<file path="src/ms_ram.sv">
// Word store for the merge sorter: one write port, two registered read ports.
// Depends on nothing.
`timescale 1ns / 1ps
`default_nettype none

module ms_ram #(
  parameter int unsigned DEPTH = 64,
  parameter int unsigned WIDTH = 32
) (
  input  wire logic                     clk_i,
  input  wire logic                     we_i,
  input  wire logic [$clog2(DEPTH)-1:0] waddr_i,
  input  wire logic [WIDTH-1:0]         wdata_i,
  input  wire logic [$clog2(DEPTH)-1:0] raddr0_i,
  input  wire logic [$clog2(DEPTH)-1:0] raddr1_i,
  output logic      [WIDTH-1:0]         rdata0_o,
  output logic      [WIDTH-1:0]         rdata1_o
);

  logic [WIDTH-1:0] mem [DEPTH];

  always_ff @(posedge clk_i) begin
    if (we_i) begin
      mem[waddr_i] <= wdata_i;
    end
  end

  always_ff @(posedge clk_i) begin
    rdata0_o <= mem[raddr0_i];
    rdata1_o <= mem[raddr1_i];
  end

endmodule

`default_nettype wire

</file>
<file path="config.mk">
export PLATFORM = sky130hd
export DESIGN_NAME = ms_ram
export DESIGN_NICKNAME = d
export VERILOG_FILES = /design/src/ms_ram.sv
export SDC_FILE = /design/constraint.sdc
export NUM_CORES = 2
export LEC_CHECK = 0
export ABC_CLOCK_PERIOD_IN_PS = 10980
export BUFFER_PORTS_ARGS = -buffer_cell sky130_fd_sc_hd__buf_2
export CAP_MARGIN = 5
export CORE_UTILIZATION = 50
export DETAILED_ROUTE_END_ITERATION = 10
export GPL_ROUTABILITY_DRIVEN = 0
export PLACE_DENSITY = 0.66
export SYNTH_ARGS = -nofsm -noshare
export SYNTH_HDL_FRONTEND = slang
export SYNTH_SLANG_ARGS = --single-unit
</file>
<file path="constraint.sdc">
create_clock -name clk_i -period 10.98 [get_ports clk_i]
set_clock_uncertainty 0.1 [all_clocks]
set_input_delay 0.549 -clock clk_i [delete_from_list [all_inputs] [get_ports clk_i]]
set_output_delay 0.549 -clock clk_i [all_outputs]
set_load 0.02 [all_outputs]
</file>
==> results.md <==
- Status: complete, no violations
- Critical path arrival: 5.01 ns
- Reg2reg start: mem[39][25]
- Buf/Inv on CP: 3
- WHS Path Cells: 3
- Net Count, Synth: 4,464
- R2R Setup Slk: 8.26 ns
- Hold buffers post-CTS: 0
- Routed vias: 51,564
- Register-to-Register Path Depth: 5
- CTS Buf Count: 214
- Hold_sp: raddr0_i[5]
- R2r endpoint: rdata0_o[25]
- CP Cell Sequence: buf_8 > buf_12 > buf_4 > mux4_2 > o221ai_1 > a21oi_1 > nor2_1 > o22ai_1
- Sequential fraction of the synthesis area: 0.656
- Slew Viols, Final: 0
- Hold WC Path Type: input port to flip-flop
- Port Buffers: 115
- Fraction of synthesis flops using an asynchronous set or reset pin: 0
- Final critical-path share of the clock period: 0.403
- Max stage delay cell, worst path: buf_4
- Residual DRC: 0
- Clock Path Buffers: 3
- Estimated wirelength of the detail-placed design: 156 mm
- Post-synthesis cell type count: 38
- Most common cell after layout, fill and taps aside: edfxtp_1
- Die Y: 439 µm
- Die Wd: 439 µm
- Largest cells by area after synthesis: edfxtp_1 64%, mux4_2 26%, mux2i_1 2.1%
- CTS tree: yes
- PostCTS Resize Cnt: 0
- Max Cap Viol: 0
- Clk Latency, worst-skew pair: 0.86 ns
- Worst Path Required: 11.57 ns
- Fmax: 0.226 GHz
- Vias in the first global route: 51,914
- Core area: 190,000 µm²
- Vias per inst: 7.13
- Full die area: 193,000 µm²
- Final setup violation count: 0
- Syn Inst Count: 4,412
- Starting DRT DRC Count: 7,616
- DR WL/cell: 40.2 µm
- Mapped Avg Cell Area: 21.7 µm²
- Cell area power density: 167 nW/µm²
- Total Routing Usage GR: 0.305
- Final ANT Viol Nets: 0
- Total Wirelength: 291 mm
- RSZ-0062 raised after global routing: no
- Largest net degree at the start of global routing: 125
- Clock tree root driver cell: clkbuf_16
- Most used DFF post-synth: edfxtp_1
- Max incr delay on CP: 0.87 ns
- Layout cell share with drive strength beyond 1: 0.382
- Hold EP: rdata0_o[4]
- Clock sink total: 2,112
- Setup TNS: 0 ns
- Leakage power: 33.1 nW
- Post-Synthesis Cell Area: 95,700 µm²
- Final Hold Violating Endpoints: 0
- Clock Pin Slew Worst Setup and Hold Paths: 0.06 ns
- First-pass GRT wire length: 407 mm
- EDFF count, synth: 2,048
- Worst Path Max Fanout: 80
- Initial core utilization: 0.503
- Ys Warns: 0
- Yosys reg bits: 2,112
- Max VDD drop: 0.124 mV
- Synth area leader: edfxtp_1
- Drt first pass iters: 5
- H-tree Lvls: 4
- Ports: 116
- Relative slew slack: 0.114
- Slew @ Worst Pin: 1.33 ns
- Area share of the largest cell type after synthesis: 0.643
- Final period demand of the worst path: 4.43 ns
- Nets: 4,573
- Pwr Total: 17.8 mW
- Most frequent cells in the layout: 2,048 x edfxtp_1, 1,124 x mux4_2, 219 x clkbuf_16
- Critical Path End Type: flip-flop
- Crit path max-delay family: buffers and inverters
- Area added between synthesis and finish: 11.1%
- Total congestion overflow: 0
- Critical path class: input port to flip-flop
- Setup Fix Bufs, Post-CTS: 0
- Startpoint types: input port
- Initial antenna violation count: 20
- Row count: 160
area by class of cell:
| type | count | area [µm²] |
|---|---|---|
| Fill cell | 13944 | 83900 |
| Sequential cell | 2112 | 62800 |
| Multi-Input combinational cell | 1952 | 31700 |
| Antenna cell | 9 | 22.5 |
| Clock inverter | 118 | 1150 |
| Tap cell | 2511 | 3140 |
| Clock buffer | 287 | 5860 |
| Timing Repair Buffer | 240 | 1700 |
| Inverter | 1 | 3.75 |
how the worst max path moves through the flow:
stage	startpoint	end	slack, ns	cells after the start
floorplan	waddr_i[3]	mem[48][0]	7.14	4
global placement	raddr0_i[0]	rdata0_o[24]	5.72	8
detailed placement	raddr0_i[0]	rdata0_o[25]	5.80	8
CTS	raddr0_i[0]	rdata0_o[25]	6.71	8
global route	raddr0_i[0]	rdata0_o[25]	6.25	8
finish	raddr0_i[0]	rdata0_o[25]	6.55	8
through the flow:
stage / setup slack (ns) / area [µm²] / hold slack, ns / instances / utilization
finish: 6.55 / 106000 / 0.177 / 7230 / 0.559
global route: 6.25 / 106000 / 0.152 / 7222 / 0.559
CTS: 6.71 / 106000 / 0.115 / 7221 / 0.559
detailed placement: 5.80 / 99300 / 0.779 / 6816 / 0.522
global placement: 5.72 / 99300 / 0.747 / 6814 / 0.522
floorplan: 7.14 / 95700 / 0.548 / 4412 / -
state kept, by name, summed over array words and instances, names as in the netlist:
name,cells
mem,2048
rdata0_o,32
rdata1_o,32
cells by family after synthesis:
group,Yosys count,synth area share
muxes,1364,0.290
AOI/OAI and AO/OA,340,0.0239
DFF,2112,0.656
and+or+nand+nor,248,0.0113
buffers and inverters,348,0.0183
synth_stat cells (all sizes together) (8+ instances only):
library cell / n
nand2: 93
o22ai: 56
nand3: 9
dfxtp: 64
o21ai: 49
nor2b: 19
a211oi: 15
mux2: 36
a21oi: 58
nor2: 94
clkbuf: 135
o211ai: 27
o221ai: 16
edfxtp: 2048
a22oi: 85
mux4: 1124
a32oi: 9
a221oi: 13
nand2b: 8
buf: 212
o32a: 9
mux2i: 204
per-layer routing:
layer / GRT usage / share of wire / vias up
li1: - / - / 19740
met1: 0.429 / 0.38 / 28087
met2: 0.472 / 0.47 / 3195
met3: 0.0744 / 0.11 / 532
met4: 0.101 / 0.035 / 10
met5: 0 / 0.00025 / -
power by group:
group          total (mW)  switching [mW]  internal [mW]
Clock                7.32            3.11           4.20
Sequential           9.00          0.0716           8.93
Combinational        1.43           0.864          0.571
Total                17.8            4.05           13.7
worst min-delay path, stage by stage:
cell     delay (ns)
buf_4          0.25
o21ai_1        0.19
o22ai_1        0.08
Power figures use the tool's default switching activity.
